$ cat config.mk
export PLATFORM = sky130hd
export DESIGN_NAME = agsr_ram
export DESIGN_NICKNAME = d
export VERILOG_FILES = /design/src/hw/rtl/agsr_ram.sv
export SDC_FILE = /design/constraint.sdc
export NUM_CORES = 1
export LEC_CHECK = 0
export ABC_AREA = 1
export BUFFER_PORTS_ARGS = -buffer_cell sky130_fd_sc_hd__buf_2
export CAP_MARGIN = 10
export CORE_ASPECT_RATIO = 1.4
export CORE_MARGIN = 1
export CORE_UTILIZATION = 31
export DETAILED_ROUTE_END_ITERATION = 10
export GPL_ROUTABILITY_DRIVEN = 0
export PLACE_DENSITY_LB_ADDON = 0.12
export SLEW_MARGIN = 30
export SYNTH_ARGS = -nofsm -noshare
export SYNTH_HDL_FRONTEND = slang
export SYNTH_SLANG_ARGS = --single-unit
$ cat constraint.sdc
create_clock -name i_clk -period 1.4 [get_ports i_clk]
set_clock_uncertainty 0.2 [all_clocks]
set_input_delay 0.42 -clock i_clk [delete_from_list [all_inputs] [get_ports i_clk]]
set_output_delay 0.42 -clock i_clk [all_outputs]
set_load 0.005 [all_outputs]
$ cat src/hw/rtl/agsr_ram.sv
`default_nettype none

module agsr_ram #(
    parameter int WIDTH = 8,
    parameter int DEPTH = 16,
    localparam int ADDR_BITS = (DEPTH > 1) ? $clog2(DEPTH) : 1
) (
    input  wire logic                 i_clk,
    input  wire logic                 i_we,
    input  wire logic [ADDR_BITS-1:0] i_waddr,
    input  wire logic [WIDTH-1:0]     i_wdata,
    input  wire logic                 i_re,
    input  wire logic [ADDR_BITS-1:0] i_raddr,
    output logic      [WIDTH-1:0]     o_rdata
);

    logic [WIDTH-1:0] r_mem [DEPTH];
    logic [WIDTH-1:0] r_rdata;

    always_ff @(posedge i_clk) begin
        if (i_we) begin
            r_mem[i_waddr] <= i_wdata;
        end
        if (i_re) begin
            r_rdata <= r_mem[i_raddr];
        end
    end

    assign o_rdata = r_rdata;

endmodule

`default_nettype wire

# Yosys cells after proc, flatten, opt, wreduce, memory -nomap -nowiden
# Memory sizes are Yosys's and may differ from the RTL's. A register that Yosys moved wholly into a read port is not among the register bits.
# Index checks and enable logic that the tools add are counted.
# Widths: inputs -> output; s select.
[totals]
ff_bits = 0
latch_bits = 0
mem_bits_rw = 128
rom_bits = 0
memories = 1
[op_classes]
add_sub_neg = 0
n_mul = 0
div_mod_pow = 0
magnitude_cmp = 0
n_eq_ne = 0
n_shift = 0
muxes = 2
n_bitwise = 0
n_reduce_logical = 0
[mem_list]
columns = ["memory", "words", "width", "read_ports", "rd_clocked_by_memory_dff", "wr", "line", "text"]
rows = [
  ["r_mem", 16, 8, 1, 1, 1, "17", "logic [WIDTH-1:0] r_mem [DEPTH];"],
]
[op_table]
columns = ["operator", "n"]
rows = [
  ["$mux 1", 2],
]

# Longest topological paths before layout
[depth]
word_depth = 2
ltp_mapped = 8
mapped_depth_nobuf = 7

# Least setup slack after synthesis
# No wires, ideal clock.
[synth_timing]
path_type = "input-to-reg"
from = "in i_waddr[2]"
to = "mem r_mem[10][0], enable pin"
setup_time_ns = 0.370
t_arrival_ns = 1.001
slack_ns = -0.171
path_stages = 2
path_buffers = 0
cell_sequence = "nand3b_1 > nor2_1"
[synth_lines]
columns = ["item", "line", "text"]
rows = [
  ["from (decl)", "10", "input wire logic [ADDR_BITS-1:0] i_waddr,"],
  ["to (decl)", "17", ""],
]
# No word-level cell before the write port.

# Final worst setup path
[layout_timing]
from = "reg r_rdata[3] (netlist: o_rdata[3]) (read register of r_mem)"
to = "out o_rdata[3]"
[layout_lines]
columns = ["item", "line", "text"]
rows = [
  ["from (decl)", "18", "logic [WIDTH-1:0] r_rdata;"],
  ["to (decl)", "14", "output logic [WIDTH-1:0] o_rdata"],
]
# No word-level cell between the ends.

==> impl_metrics.json <==
{
  "status": "finished with violations",
  "violations": "DRC, setup timing",
  "fillers": 1772,
  "critPathSlowestCell": "edfxtp_1",
  "multi_input_area_um2": 1330,
  "die_h_um": 164,
  "synth_top_cell_area_share_pct": 69.8,
  "drv_slew": 0,
  "p_int_uw": 7670,
  "cts_buffer_depth": 2,
  "r2r_setup_slack_ns": 0.08,
  "startpoint": "o_rdata[3]",
  "synth_compound_gate_area_share_pct": 0,
  "drt-total-wl_um": 15300,
  "irDropWorstVdd_mv": 0.728,
  "die_area_um2": 19400,
  "antenna_found_initial": 0,
  "diodes": 0,
  "ys_warn_count": 0,
  "grt_overflow": 0,
  "die_x_um": 118,
  "syn_avg_cell_area_um2": 10.6,
  "r2r-start": "r_mem[0][0]",
  "reg2reg_to": "o_rdata[0]",
  "crit_family": "flip-flops",
  "arrival_ns": 0.94,
  "syn-num-nets": 570,
  "gr-usage-all-layers_pct": 16.7,
  "grt_max_degree": 33,
  "grt_setup_unrepaired": "yes",
  "finalSetupViolCount": 8,
  "hold_class": "in2reg",
  "area_growth_syn_to_layout_pct": 28.7,
  "reg2regPathDepth": 6,
  "htree_levels": 4,
  "vias": 3889,
  "mappedNetlistArea_um2": 5850,
  "post_cts_buffers": 0,
  "crit_path_start_kind": "flip-flop",
  "fin_ws_ns": -0.159,
  "grt_pass1_wl_um": 23500,
  "crit_path_end": "o_rdata[3]",
  "ys_ff_latch": 136,
  "cap_violations": 0,
  "synth_mux_area_share_pct": 0,
  "crit_type": "reg2out",
  "synth_top_family_by_area": "simple AND/OR/NAND/NOR gates",
  "worst_slew_pin_slew_ns": 0.394,
  "yosys.area_share.simple_pct": 20.8,
  "p_sw_uw": 2220,
  "synth_xor_area_share_pct": 0,
  "leakagePower_uw": 0.00315,
  "hold_violations": 0,
  "relSlewSlack_pct": 73.7,
  "drive_gt1_share_pct": 21.8,
  "fin_nets": 631,
  "synth-adder-area-share_pct": 0,
  "cts_hold_buf": 0,
  "required_ns": 0.78,
  "ios": 27,
  "initial_core_util_pct": 31.6,
  "pwr-share-comb_pct": 7.3,
  "vias_per_cell": 4.48,
  "crit_buf_inv": 1,
  "rows": 59,
  "first_iter_violations": 314,
  "clk_pin_slew_worst_paths_ns": 0.06,
  "cts.sinks": 136,
  "crit_chain": "buf_2",
  "cp-end-kind": "output port",
  "cpPeakStageDelay_ns": 0.39,
  "cp.depth": 1,
  "first_pass_iters": 7,
  "drc": 2,
  "synth_cells": 551,
  "fmax_mhz": 642,
  "seqCellArea_um2": 4080,
  "synth_cell_types": 11,
  "io_buffers": 26,
  "setup-tns-final_ns": -0.997,
  "p_clk_share_pct": 46.1,
  "core-area_um2": 18500,
  "antenna_left": 0,
  "final_core_util_pct": 40.6,
  "synth.largest_area_cell": "edfxtp_1",
  "cts_buffers": 17,
  "seq_area_frac_synth_pct": 69.8,
  "cts_tree": "built",
  "timing.final.crit_share_pct": 111,
  "p_per_area_nw_per_um2": 1310,
  "pwr-share-seq_pct": 46.6,
  "synth.top_cells.by_area": "edfxtp_1, nand2_1, nand3_1",
  "root_buffer": "clkbuf_16",
  "detailed_place_hpwl_um": 9610,
  "fin_crit_ns": 1.56,
  "switching_share_pct": 22.5,
  "routedWlPerCell_um": 17.6,
  "path_max_fanout": 1,
  "grt_pass1_vias": 3898,
  "insertion_delay_ns": 0.42
}
[logic make-up (layout without fill, tap and decap cells)]
| logic type | count (synthesis) | after routing |
|---|---|---|
| flops | 136 | 136 |
| buf+inv | 126 | 200 |
| simple gates | 289 | 289 |
[sequential cells by signal, summed over array words and instances, names as in the netlist]
| register | count |
|---|---|
| o_rdata | 8 |
| r_mem | 128 |
[Yosys cell counts]
cell,n
inv_1,100
buf_4,4
nand2_1,173
inv_2,2
nor2_1,17
buf_6,6
nand3_1,97
buf_1,1
buf_2,13
nand3b_1,2
edfxtp_1,136
[timing repair]
item	in CTS	in global routing
resized for setup	8	9
gates cloned	3	0
hold endpoints to repair	0	0
pin swaps	0	0
setup endpoints to repair	9	16
[worst register-to-register path, delay by kind of cell, from the launching register on]
family                 cells  cell delay, ns
AND/OR/NAND/NOR            5            0.41
flip-flops                 1            0.36
buffers and inverters      1            0.08
[worst min-delay path by stage]
stage                     start     endpoint  slack (ns)  depth (start not counted)
floorplan            i_wdata[0]  r_mem[0][0]        0.32                          0
global placement    r_mem[5][2]   o_rdata[2]        0.56                          6
detailed placement  r_mem[7][2]   o_rdata[2]        0.56                          6
CTS                        i_re   o_rdata[7]        0.16                          1
global route               i_re   o_rdata[7]        0.16                          1
finish                     i_re   o_rdata[7]        0.17                          1
[per-stage QoR]
| step | setup slack (ns) | cell area (µm²) | hold slack [ns] | cells | power (µW) |
|---|---|---|---|---|---|
| floorplan | -0.0936 | 6020 | 0.319 | 551 | 5060 |
| global placement | -0.439 | 6770 | 0.563 | 834 | 5370 |
| detailed placement | -0.443 | 6770 | 0.563 | 834 | 5370 |
| CTS | -0.187 | 7500 | 0.160 | 869 | 9950 |
| global route | -0.210 | 7530 | 0.162 | 869 | 10200 |
| finish | -0.159 | 7530 | 0.171 | 869 | 9900 |
[power groups by stage]
stage	sequential [µW]	combinational [µW]	clock, µW
2_1_floorplan	4700	369	0
3_3_place_gp	4700	674	0
3_5_place_dp	4700	676	0
4_1_cts	4610	731	4610
5_1_grt	4620	791	4790
6_report	4610	721	4560
[routing by layer]
| metal | track usage [%] | vias up | wire length, µm |
|---|---|---|---|
| met2 | 29.4 | 81 | 7810 |
| met4 | 6.24 | 0 | 282 |
| li1 | - | 1909 | - |
| met3 | 2.62 | 16 | 386 |
| met1 | 20.6 | 1883 | 6840 |
| met5 | 0 | - | 0 |
[cell usage in the layout, fill, tap and decap left out, types with 2 or more instances in the layout]
master / count
clkinv_4: 5
nand3_1: 91
nand2_2: 15
bufinv_16: 3
edfxtp_1: 136
clkbuf_16: 17
nand3_2: 6
bufbuf_16: 2
nor2_4: 2
clkinvlp_4: 4
inv_6: 2
nand3b_1: 2
buf_12: 23
nor2_2: 14
buf_2: 25
buf_4: 13
nand2_1: 158
inv_1: 99
[cell type report]
class	count	share of cell area, %
sequential	136	54.3
multi-input combinational	289	17.7
timing repair buffer	66	10.7
clock buffer	18	5.70
inverter	102	5.29
tap	244	4.06
clock inverter	14	2.34
Note: power is estimated with default switching activity, not from simulation.
