**src/hw/rtl/agsr_pkg.sv**
```systemverilog
`default_nettype none

package agsr_pkg;

    localparam int MAX_COLUMNS = 1024;
    localparam int COST_BITS   = 32;
    localparam int CFG_BITS    = 16;
    localparam int SYM_BITS    = 8;
    localparam int POS_BITS    = 11;
    localparam int LEN_BITS    = 11;
    localparam int COL_BITS    = $clog2(MAX_COLUMNS + 1);
    localparam int SADDR_BITS  = $clog2(MAX_COLUMNS);
    localparam int IDX_BITS    = 3;

    typedef enum logic [1:0] {
        OP_LOAD = 2'd0,
        OP_ROW  = 2'd1,
        OP_READ = 2'd2
    } t_op;

    typedef enum logic [IDX_BITS-1:0] {
        CFG_MATCH    = 3'd0,
        CFG_MISMATCH = 3'd1,
        CFG_GAP_OPEN = 3'd2,
        CFG_GAP_EXT  = 3'd3,
        CFG_BND_GAP  = 3'd4,
        CFG_USED_LEN = 3'd5,
        CFG_REVERSE  = 3'd6
    } t_cfg_idx;

    typedef enum logic [2:0] {
        ST_IDLE,
        ST_BND_A,
        ST_BND_B,
        ST_INIT_A,
        ST_INIT_B,
        ST_COL_A,
        ST_COL_B,
        ST_READ
    } t_state;

    typedef struct packed {
        logic [1:0]          op;
        logic [SYM_BITS-1:0] symbol;
        logic [POS_BITS-1:0] position;
        logic                first_row;
    } t_in_item;

    typedef struct packed {
        logic signed [31:0] cost_out;
        logic signed [31:0] gap_cost_out;
    } t_out_item;

    typedef struct packed {
        logic signed [CFG_BITS-1:0] match_cost;
        logic signed [CFG_BITS-1:0] mismatch_cost;
        logic signed [CFG_BITS-1:0] gap_open;
        logic signed [CFG_BITS-1:0] gap_extend;
    } t_cost_cfg;

    typedef struct packed {
        logic init;
        logic step_a;
        logic step_b;
    } t_cell_ctl;

    // Signed add of a short cost to a full-width cost, clamped to the cost range.
    function automatic logic signed [COST_BITS-1:0] sat_add(
        input logic signed [COST_BITS-1:0] a,
        input logic signed [CFG_BITS-1:0]  b
    );
        logic [COST_BITS:0] s;
        s = {a[COST_BITS-1], a} + {{(COST_BITS + 1 - CFG_BITS){b[CFG_BITS-1]}}, b};
        if (s[COST_BITS] != s[COST_BITS-1]) begin
            sat_add = s[COST_BITS] ? {1'b1, {(COST_BITS - 1){1'b0}}}
                                   : {1'b0, {(COST_BITS - 1){1'b1}}};
        end else begin
            sat_add = s[COST_BITS-1:0];
        end
    endfunction

    function automatic logic signed [COST_BITS-1:0] cost_min(
        input logic signed [COST_BITS-1:0] a,
        input logic signed [COST_BITS-1:0] b
    );
        cost_min = (a < b) ? a : b;
    endfunction

    function automatic logic signed [COST_BITS-1:0] sext_cfg(
        input logic signed [CFG_BITS-1:0] v
    );
        sext_cfg = {{(COST_BITS - CFG_BITS){v[CFG_BITS-1]}}, v};
    endfunction

endpackage

`default_nettype wire

```
**src/hw/rtl/agsr_cell.sv**
```systemverilog
`default_nettype none

module agsr_cell
    import agsr_pkg::*;
(
    input  wire logic                        i_clk,
    input  wire t_cell_ctl                   i_ctl,
    input  wire t_cost_cfg                   i_cfg,
    input  wire logic signed [COST_BITS-1:0] i_left,
    input  wire logic signed [COST_BITS-1:0] i_cc_old,
    input  wire logic signed [COST_BITS-1:0] i_dd_old,
    input  wire logic [SYM_BITS-1:0]         i_col_sym,
    input  wire logic [SYM_BITS-1:0]         i_row_sym,
    output logic signed [COST_BITS-1:0]      o_cc_new,
    output logic signed [COST_BITS-1:0]      o_dd_new
);

    // Running horizontal gap, running cost to the left, and the diagonal.
    logic signed [COST_BITS-1:0] r_e;
    logic signed [COST_BITS-1:0] r_c;
    logic signed [COST_BITS-1:0] r_diag;
    // Half-way results between the two steps of a column.
    logic signed [COST_BITS-1:0] r_p;
    logic signed [COST_BITS-1:0] r_q;
    logic signed [COST_BITS-1:0] r_d;

    logic signed [COST_BITS-1:0] e_new;
    logic signed [CFG_BITS-1:0]  diag_cost;

    assign diag_cost = (i_col_sym == i_row_sym) ? i_cfg.match_cost : i_cfg.mismatch_cost;
    assign e_new     = sat_add(r_p, i_cfg.gap_extend);
    assign o_dd_new  = sat_add(r_q, i_cfg.gap_extend);
    assign o_cc_new  = cost_min(cost_min(o_dd_new, e_new), r_d);

    always_ff @(posedge i_clk) begin
        if (i_ctl.init) begin
            r_c    <= i_left;
            r_e    <= sat_add(i_left, i_cfg.gap_open);
            r_diag <= i_cc_old;
        end
        if (i_ctl.step_a) begin
            r_p    <= cost_min(r_e, sat_add(r_c, i_cfg.gap_open));
            r_q    <= cost_min(i_dd_old, sat_add(i_cc_old, i_cfg.gap_open));
            r_d    <= sat_add(r_diag, diag_cost);
            r_diag <= i_cc_old;
        end
        if (i_ctl.step_b) begin
            r_e <= e_new;
            r_c <= o_cc_new;
        end
    end

endmodule

`default_nettype wire
```
**config.mk**
```make
export PLATFORM = sky130hd
export DESIGN_NAME = agsr_cell
export DESIGN_NICKNAME = d
export VERILOG_FILES = /design/src/hw/rtl/agsr_pkg.sv /design/src/hw/rtl/agsr_cell.sv
export SDC_FILE = /design/constraint.sdc
export NUM_CORES = 1
export LEC_CHECK = 0
export BUFFER_PORTS_ARGS = -buffer_cell sky130_fd_sc_hd__buf_2
export CAP_MARGIN = 30
export CORE_MARGIN = 1.5
export CORE_UTILIZATION = 25
export CTS_CLUSTER_DIAMETER = 40
export DETAILED_ROUTE_END_ITERATION = 8
export GPL_ROUTABILITY_DRIVEN = 0
export PLACE_DENSITY = 0.4
export SETUP_SLACK_MARGIN = 0.2
export SYNTH_ARGS = -nofsm -noshare
export SYNTH_HDL_FRONTEND = slang
export SYNTH_SLANG_ARGS = --single-unit
```
**constraint.sdc**
```tcl
create_clock -name i_clk -period 20.4 [get_ports i_clk]
set_input_delay 0 -clock i_clk [delete_from_list [all_inputs] [get_ports i_clk]]
set_output_delay 0 -clock i_clk [all_outputs]
set_load 0.02 [all_outputs]
```
### Word level (Yosys, flattened, before mapping)

Cells that the tools add are included.

| operators by class | value |
|---|---|
| add/sub/neg operators | 6 |
| divide/modulo/power cells | 0 |
| order comparisons | 4 |
| shift-type cells | 0 |
| bitwise gates (word level) | 0 |
| equality and inequality tests | 7 |
| reductions and logical operators | 2 |
| multipliers | 0 |
| muxes and demuxes | 25 |

Operator list:

| operator | count |
|---|---|
| 32-bit 2-to-1 mux | 24 |
| 32-bit by 16-bit adder with 33-bit output | 6 |
| 32-bit less-than comparator | 4 |
| 16-bit 2-to-1 mux | 1 |
| 8-bit equality test | 1 |
| 1-bit inequality test | 6 |
| 2-bit nonzero test | 2 |

| storage, ports and cells | value |
|---|---|
| memories kept | 0 |
| bits of input ports | 180 |
| bits in latches | 0 |
| register bits after elaboration | 192 |
| ROM bits | 0 |
| memory bits (writable) | 0 |

### Depth between registers and ports, before layout

Gate-level depths: netlist of run 1.

| logic depth | value |
|---|---|
| word-level depth | 8 |
| mapped depth | 45 |
| depth with buffers taken out | 41 |

### Worst setup path after synthesis of run 1

No wires, ideal clock.

| path | value |
|---|---|
| path kind | register to register |
| start | register r_p[1] |
| end | register r_c[15] (data pin) |
| cell stages (with the launch flop) | 40 |
| slack | 11.090 ns |
| required time | 20.140 ns |
| data arrival time | 9.050 ns |
| library setup time | 0.260 ns |
| path through | edfxtp_1 ha_1 a21o_1 a21o_1 a2111oi_0 o32a_1 o21ai_1 a21oi_1 a21oi_1 a31o_2 xnor2_1 ha_1 clkbuf_1 nor2_1 clkbuf_1 a21oi_1 ha_1 a2111oi_0 [4 not listed] a32oi_2 xnor2_2 buf_6 mux2_2 ha_1 a21o_1 a21o_1 a21o_1 a21o_1 a21o_1 a21o_1 a21oi_1 o2111ai_1 nor4_1 a31oi_2 buf_4 mux2_1 mux2_2 |

| between the ends | value |
|---|---|
| cells in the longest elaborated chain, start to end | 8 |

RTL lines:

| what | line | RTL |
|---|---|---|
| start: declaration | agsr_cell.sv:23 | `logic signed [COST_BITS-1:0] r_p;` |
| start signal: assignment | agsr_cell.sv:42 | `r_p <= cost_min(r_e, sat_add(r_c, i_cfg.gap_open));` |
| 32-bit by 16-bit adder with 33-bit output (*) | agsr_pkg.sv:73 | `s = {a[COST_BITS-1], a} + {{(COST_BITS + 1 - CFG_BITS){b[CFG_BITS-1]}}, b};` |
| 32-bit 2-to-1 mux / 1-bit inequality test (equally long branches) | agsr_pkg.sv:75, agsr_pkg.sv:74 |  |
| 32-bit 2-to-1 mux (*) | agsr_pkg.sv:74 | `if (s[COST_BITS] != s[COST_BITS-1]) begin` |
| 32-bit less-than comparator | agsr_pkg.sv:86 | `cost_min = (a < b) ? a : b;` |
| 32-bit 2-to-1 mux (*) | agsr_pkg.sv:86 |  |
| 32-bit less-than comparator | agsr_pkg.sv:86 |  |
| 32-bit 2-to-1 mux (*) | agsr_pkg.sv:86 |  |
| net o_cc_new[15] | agsr_cell.sv:14 | `output logic signed [COST_BITS-1:0] o_cc_new,` |
| 32-bit 2-to-1 mux (*) | agsr_cell.sv:47 | `if (i_ctl.step_b) begin` |
| end signal: assignment | agsr_cell.sv:37 | `r_c <= i_left;` |
| end signal: assignment | agsr_cell.sv:49 | `r_c <= o_cc_new;` |
| end: declaration | agsr_cell.sv:20 | `logic signed [COST_BITS-1:0] r_c;` |

Mark *: on every way through the listed nets, which the timed path passes. The rest lies on a longest branch.
A chain may end at the register's enable or synchronous reset.

### Final worst setup path of run 1

| path | value |
|---|---|
| start | register r_q[1] |
| end | output port o_cc_new[23] |

| between the ends | value |
|---|---|
| cells in the longest elaborated chain, start to end | 7 |

RTL lines:

| what | line | RTL |
|---|---|---|
| start: declaration | agsr_cell.sv:24 | `logic signed [COST_BITS-1:0] r_q;` |
| start signal: assignment | agsr_cell.sv:43 | `r_q <= cost_min(i_dd_old, sat_add(i_cc_old, i_cfg.gap_open));` |
| 32-bit by 16-bit adder with 33-bit output (*) | agsr_pkg.sv:73 |  |
| 32-bit 2-to-1 mux / 1-bit inequality test (equally long branches) | agsr_pkg.sv:75, agsr_pkg.sv:74 |  |
| 32-bit 2-to-1 mux (*) | agsr_pkg.sv:74 |  |
| 32-bit less-than comparator | agsr_pkg.sv:86 |  |
| 32-bit 2-to-1 mux (*) | agsr_pkg.sv:86 |  |
| 32-bit less-than comparator | agsr_pkg.sv:86 |  |
| 32-bit 2-to-1 mux (*) | agsr_pkg.sv:86 |  |
| end: declaration | agsr_cell.sv:14 |  |

Every way passes the cells marked *; elsewhere a longest branch is shown, timed or not.

==> results.tsv, run 1 <==
stage	metric	value	unit
sta	finClkSkew	0.0165	ns
sta	post-route-period-util	57.7	%
yosys	synthCells	2589	
floorplan	core	91500	sq um
final_layout	fillerInstances	9693	
cts	numCtsBuffers	17	
global_route	grt_pass1_vias	21100	
floorplan	initial_core_util	25.2	%
floorplan	pin_count	244	
yosys	yosys.area.top_type_share	25.0	%
sta	rsz0062_at_grt	no	
flow_run	maxCapViolations	0	
worst_setup_path	cp_data_arrival_time	11.76	ns
yosys	seq_area_frac_synth	25.0	%
worst_setup_path	path_common_cell	a21o_1	
yosys	synth.ff_latch_count	192	
cts	cts.sinks	192	
global_route	gr-total-overflow	0	
routing	viasPerCell	5.27	
sta	setup_tns	0	ns
worst_setup_path	crit_family	compound AO/OA/AOI/OAI gates	
routing	vias	21500	
worst_setup_path	r2r_start	r_q[1]	
yosys	synth_cell_types	90	
yosys	yosys_warnings	0	
routing	dr.pass1.iters	5	
routing	wl_per_cell	24.2	microns
global_route	grt_max_degree	65	
final_layout	antenna_cells	0	
routing	drt_iter0_markers	1706	
worst_setup_path	max_stage_delay	0.71	ns
yosys	postSynth.asyncResetShare	0	%
routing	drt-total-wl	98900	microns
floorplan	num_rows	111	
place	hpwlAfterDp	82800	microns
run_status	outcome	completed	
sta	final.min_clock_period	11.76	ns
yosys	mappedNetlistArea	23000	sq um
worst_setup_path	r2r_slack	8.79	ns
sta	tightest_slew	1.01	ns
worst_setup_path	end_kind	output port	
global_route	grt_pass1_wl	142000	microns
final_layout	syn_to_final_growth	17.9	%
worst_setup_path	critical_path_class	flip-flop to output port	
routing	route.detailed.drc	0	
worst_hold_path	hp-start	i_dd_old[22]	
cts	h-tree-depth	4	
yosys	synth_fp_nets	3092	
final_layout	ff_latch_area	5770	sq um
yosys	ys.flop_type	edfxtp_1	
cts	clk_latency	0.51	ns
worst_setup_path	worstRegToRegCells	41	
cts	root_buffer	clkbuf_16	
worst_hold_path	holdPathStages	3	
sta	hold_viol_final	0	
worst_setup_path	timing.rr.end	r_c[28]	
floorplan	fp.dieH	307	microns
yosys	synthTopCellsByCount	ha_1, a21oi_1, edfxtp_1, inv_1, nor2_1	
floorplan	dieWidth	307	microns
yosys	yosys-top-cells-area	edfxtp_1, ha_1, a21oi_1, a21o_1, mux2_2	
worst_hold_path	min_to	r_q[22]	
cts	cts.clk_slew.worst_paths	0.09	ns
cts	cts_tree	built	
floorplan	dieArea	94000	sq um
yosys	yosysMostFrequentCell	ha_1	
final_layout	multi_input_comb_area	16300	sq um
routing	ant_nets	0	
worst_setup_path	start_kind	flip-flop	
global_route	antenna_found_initial	9	
worst_setup_path	slowest_stage	nand2b_1	
worst_setup_path	critPathRequiredTime	20.40	ns
final_layout	fin_nets	3383	
place	io_buffers	243	
sta	setup_violations	0	
cts	ctsLongestPathBuffers	2	
global_route	grtUsageTotal	20.7	%
sta	max_freq	0.0850	GHz
yosys	synth_edf_count	192	
cts	ctsResizeCount	0	
sta	relSlewSlack	32.1	%
final_layout	layout-drive-gt1-share	15.1	%
yosys	yosysTopAreaCell	edfxtp_1	
worst_hold_path	min_path_type	input pin to flip-flop	
worst_setup_path	path_buf_inv	4	
yosys	avgSynthCellArea	8.90	sq um
sta	slew_violations	0	
worst_setup_path	worstPathMaxFanout	35	
-- cells by family (layout without fill, tap and decap cells) --
group           count (synthesis)  count (layout)  synth area share, %
compound gates                917             917                 26.3
simple gates                  550             550                 11.7
fa+ha+maj                     348             348                 18.8
buf+inv                       254             558                 4.36
flops                         192             192                 25.0
xor+xnor                      171             171                 6.53
mux                           157             157                 7.32
-- placed cells by master, fill, tap and decap left out, types with 21 or more instances in the layout --
cell / netlist / layout
a21oi_1: 289 / 286
ha_1: 317 / 317
xnor2_1: 105 / 105
o21ai_0: 127 / 127
nand2_1: 134 / 134
maj3_1: 25 / 25
a21o_1: 143 / 143
xor2_1: 65 / 65
o211ai_1: 21 / 21
nor2_1: 157 / 157
dlygate4sd3_1: 0 / 87
edfxtp_1: 192 / 192
nand2b_1: 37 / 37
buf_2: 10 / 244
a31oi_1: 24 / 24
a22o_1: 27 / 27
buf_4: 4 / 25
o21a_1: 66 / 66
a211oi_1: 36 / 36
mux2i_1: 68 / 68
nand4_1: 37 / 37
nor2b_1: 27 / 27
nand3_1: 39 / 39
inv_1: 167 / 167
mux2_2: 85 / 85
o21bai_1: 28 / 28
nor3_1: 33 / 33
-- flip-flops by register name (all words and copies together) (netlist names) --
name / count
r_p: 32
r_q: 32
r_e: 32
r_d: 32
r_c: 32
r_diag: 32
-- through the flow --
| step | instance area [sq um] | cells | hold slack, ns | worst slack, ns | util [%] |
|---|---|---|---|---|---|
| 2_1_floorplan | 23000 | 2589 | 0.0989 | 11.09 | - |
| 6_report | 27200 | 4079 | 0.0515 | 8.64 | 29.7 |
| 3_3_place_gp | 25600 | 3955 | 0.218 | 8.89 | 28.0 |
| 5_1_grt | 27200 | 4079 | 0.0293 | 7.98 | 29.7 |
| 3_5_place_dp | 25700 | 3959 | 0.209 | 8.78 | 28.0 |
| 4_1_cts | 27100 | 4078 | 0.0160 | 8.53 | 29.7 |
-- worst min-delay path, stage by stage --
cell	delay [ns]
buf_2	0.10
inv_1	0.06
o221ai_1	0.26
-- per-layer routing --
| layer | share of wire [%] | vias up | GRT usage, % | wire length, microns |
|---|---|---|---|---|
| li1 | - | 10400 | - | - |
| met1 | 45 | 10300 | 27.0 | 44600 |
| met2 | 46 | 643 | 34.1 | 45300 |
| met3 | 5.2 | 132 | 3.62 | 5190 |
| met4 | 3.7 | 4 | 7.35 | 3700 |
| met5 | 0.026 | - | 0 | 26 |
-- timing repair --
action	in CTS	in global routing
hold buffers	87	0
endpoints found under the hold margin	108	0
setup buffers	0	0
-- layout make-up --
type,count,share of cell area [%]
multi-input cells,2143,60.1
flip-flops and latches,192,21.2
repair buffers,359,8.65
well taps,1186,5.46
inverters,167,2.31
clock buffers,17,1.57
clock inverters,15,0.682
-- worst max path at each step --
stage	startpoint	endpoint	slack [ns]	depth (start not counted)
after global routing	r_q[1]	o_cc_new[26]	7.98	41
after global placement	i_cfg[15]	r_c[17]	8.89	43
after floorplan	r_p[1]	r_c[15]	11.09	39
after detailed placement	r_p[1]	r_c[28]	8.78	40
after CTS	r_p[1]	o_cc_new[23]	8.53	40
final	r_q[1]	o_cc_new[23]	8.64	41
Power of run 1 is left out: the tool's default activity adds up to more than one toggle a clock period on the data nets, which glitch-free logic cannot reach.
==> inputs of run 2 (changes only) <==
--- a/config.mk
+++ b/config.mk
@@ -5,6 +5,7 @@
 export SDC_FILE = /design/constraint.sdc
 export NUM_CORES = 1
 export LEC_CHECK = 0
+export ABC_AREA = 1
 export BUFFER_PORTS_ARGS = -buffer_cell sky130_fd_sc_hd__buf_2
 export CAP_MARGIN = 30
 export CORE_MARGIN = 1.5
==> constraint.sdc (replaced) <==
create_clock -name i_clk -period 11.15 [get_ports i_clk]
set_input_delay 0 -clock i_clk [delete_from_list [all_inputs] [get_ports i_clk]]
set_output_delay 0 -clock i_clk [all_outputs]
set_load 0.02 [all_outputs]
==> run 2 against run 1 <==
Against the previous run: register-to-register slack lost 7.0 ns; clock skew grew 0.00055 ns; largest cell class unchanged; first-iteration DRC count shrank 30%; routed wire length shrank 15%; synthesized cell count grew 9.7%; highest routed layer is now met4; count of clock-buffer cells in the layout is the same; non-clock buffer count grew 4; global-route usage shrank 2.0 points; core utilization grew 0.15 points.
==> results.tsv, run 2 <==
stage	metric	value	unit	change
yosys	yosysMostFrequentCell	nand2_1		
floorplan	core	86600	sq um	-5.4%
floorplan	dieWidth	298	microns	-2.7%
sta	final.min_clock_period	10.01	ns	
worst_setup_path	start_kind	flip-flop		
routing	vias	20100		-6.5%
place	io_buffers	243		unchanged
cts	numCtsBuffers	17		unchanged
sta	relSlewSlack	34.8	%	+2.7 points
flow_run	maxCapViolations	0		unchanged
yosys	ys.flop_type	edfxtp_1		
sta	finClkSkew	0.0171	ns	+0.000554 ns
cts	cts.sinks	192		unchanged
routing	dr.pass1.iters	5		unchanged
routing	drt_iter0_markers	1196		-30%
floorplan	pin_count	244		unchanged
worst_setup_path	worstPathMaxFanout	44		+26%
final_layout	syn_to_final_growth	18.5	%	
yosys	yosys_warnings	0		unchanged
worst_setup_path	critical_path_class	flip-flop to output port		
global_route	grt_max_degree	64		-1.5%
run_status	outcome	completed		
sta	slew_violations	0		unchanged
worst_hold_path	min_path_type	input pin to flip-flop		
place	hpwlAfterDp	69200	microns	-16%
yosys	synth.ff_latch_count	192		unchanged
worst_setup_path	r2r_start	r_q[4]		
routing	route.detailed.drc	0		unchanged
routing	ant_nets	0		unchanged
floorplan	fp.dieH	298	microns	-2.7%
sta	setup_violations	0		unchanged
yosys	yosys-top-cells-area	edfxtp_1, ha_1, nand2_1, a21oi_1, inv_1		
sta	rsz0062_at_grt	no		
cts	root_buffer	clkbuf_16		
sta	hold_viol_final	0		unchanged
worst_setup_path	max_stage_delay	0.41	ns	-0.30 ns
yosys	postSynth.asyncResetShare	0	%	unchanged
yosys	synth_edf_count	192		unchanged
floorplan	num_rows	108		-2.7%
global_route	grt_pass1_vias	20000		-5.0%
worst_setup_path	critPathRequiredTime	11.15	ns	-9.25 ns
global_route	antenna_found_initial	1		-8
sta	tightest_slew	0.978	ns	-0.0296 ns
yosys	mappedNetlistArea	21800	sq um	-5.3%
yosys	seq_area_frac_synth	26.4	%	+1.4 points
yosys	avgSynthCellArea	7.68	sq um	-14%
cts	h-tree-depth	4		unchanged
yosys	synth_fp_nets	3342		+8.1%
final_layout	layout-drive-gt1-share	14.5	%	-0.59 points
global_route	grtUsageTotal	18.6	%	-2.0 points
worst_setup_path	end_kind	output port		
worst_setup_path	cp_data_arrival_time	10.01	ns	-1.75 ns
worst_setup_path	path_common_cell	nand2_1		
global_route	gr-total-overflow	0		unchanged
floorplan	dieArea	89000	sq um	-5.3%
routing	wl_per_cell	19.4	microns	-20%
yosys	yosysTopAreaCell	edfxtp_1		
sta	setup_tns	0	ns	unchanged
cts	cts.clk_slew.worst_paths	0.08	ns	about the same
final_layout	fin_nets	3652		+8.0%
final_layout	final_common_cell	nand2_1		
yosys	yosys.area.top_type_share	26.4	%	+1.4 points
worst_setup_path	slowest_stage	buf_4		
global_route	grt_pass1_wl	124000	microns	-12%
final_layout	fillerInstances	9485		-2.1%
worst_hold_path	hp-start	i_cfg[32]		
routing	viasPerCell	4.65		-12%
cts	ctsLongestPathBuffers	2		unchanged
yosys	synthCells	2839		+9.7%
yosys	synth_cell_types	66		-27%
routing	drt-total-wl	84000	microns	-15%
yosys	synthTopCellsByCount	nand2_1, a21oi_1, ha_1, inv_1, edfxtp_1		
worst_setup_path	cp-startpoint	r_q[4]		
cts	clk_latency	0.50	ns	about the same
cts	cts_tree	built		
floorplan	initial_core_util	25.2	%	about the same
sta	max_freq	0.0999	GHz	
sta	post-route-period-util	89.7	%	
final_layout	final_cell_mix	nand2_1, a21oi_1, ha_1		
## run 2: changes by cell type after synthesis, sizes merged, moves of 37 or more
cell / change
o21a: -61
mux2i: -68
nand2: +569
xnor2: -49
nand2b: -37
a21o: -133
mux2: -73
nor2: -77
o21ai: +77
clkbuf: -40
xor2: +44
a21oi: +57
nand3: +148
inv: +160
## run 2: area by class of cell
cell class	instances	area [sq um]	area share, %
Multi-Input combinational cell	2247	14400	55.8
Tap cell	1155	1450	5.59
Sequential cell	192	5770	22.3
Clock inverter	15	158	0.610
Inverter	328	1240	4.79
Antenna cell	1	2.50	0.00968
Timing Repair Buffer	363	2390	9.25
Clock buffer	17	425	1.65
## run 2: logic make-up (layout without fill, tap and decap cells)
kind of cell,count (synthesis),after routing,synth area share [%]
and+or+nand+nor,1074,1075,22.2
AOI/OAI and AO/OA,667,667,17.4
buffers and inverters,401,723,7.66
adders and majority gates,323,323,18.7
DFF,192,192,26.4
xor gates and xnor gates,166,166,6.74
muxes,16,16,0.826
other,0,1,0
## run 2: metrics by stage
stage               instances  worst slack, ns  util [%]  cell area [sq um]  hold slack, ns
finish                   4318             1.14      29.8              25800          0.0727
global route             4318            0.192      29.8              25800          0.0877
CTS                      4314            0.383      29.7              25800          0.0289
detailed placement       4184            0.969      27.9              24200           0.199
global placement         4183             1.10      27.9              24200           0.198
floorplan                2839             2.81         -              21800          0.0989
## run 2: path summary, 6_finish.rpt
kind / end / slack [ns] / cells after the start
worst max-delay path: o_cc_new[19] / 1.14 / 46
worst min-delay path: r_d[0] / 0.07 / 5
worst max register to register: r_c[0] / 1.75 / 46
worst min register to register: r_p[30] / 0.56 / 2
## run 2: timing repair
item | 4_1_cts | 5_1_grt
setup buffers | 0 | 1
endpoints found under the hold margin | 113 | 0
hold buffers | 98 | 0
gates resized for setup | 0 | 11
endpoints found under the setup margin | 0 | 64
## run 2: critical path: cells and delay by family, from the launching register on
kind	cells	cell delay [ns]
and+or+nand+nor	16	2.61
xor gates and xnor gates	1	0.21
adders and majority gates	4	1.28
buffers and inverters	8	1.44
DFF	1	0.37
AOI/OAI and AO/OA	17	3.55
## run 2: metal layers
| layer | vias to the layer above | wire length [microns] | share of wire, % | track usage, % |
|---|---|---|---|---|
| met2 | 408 | 38500 | 46 | 30.4 |
| met5 | - | 0 | 0 | 0 |
| met4 | 0 | 2440 | 2.9 | 6.20 |
| met1 | 9222 | 39300 | 47 | 25.0 |
| met3 | 86 | 3680 | 4.4 | 2.82 |
| li1 | 10400 | - | - | - |
Power of run 2 is left out for the same reason.
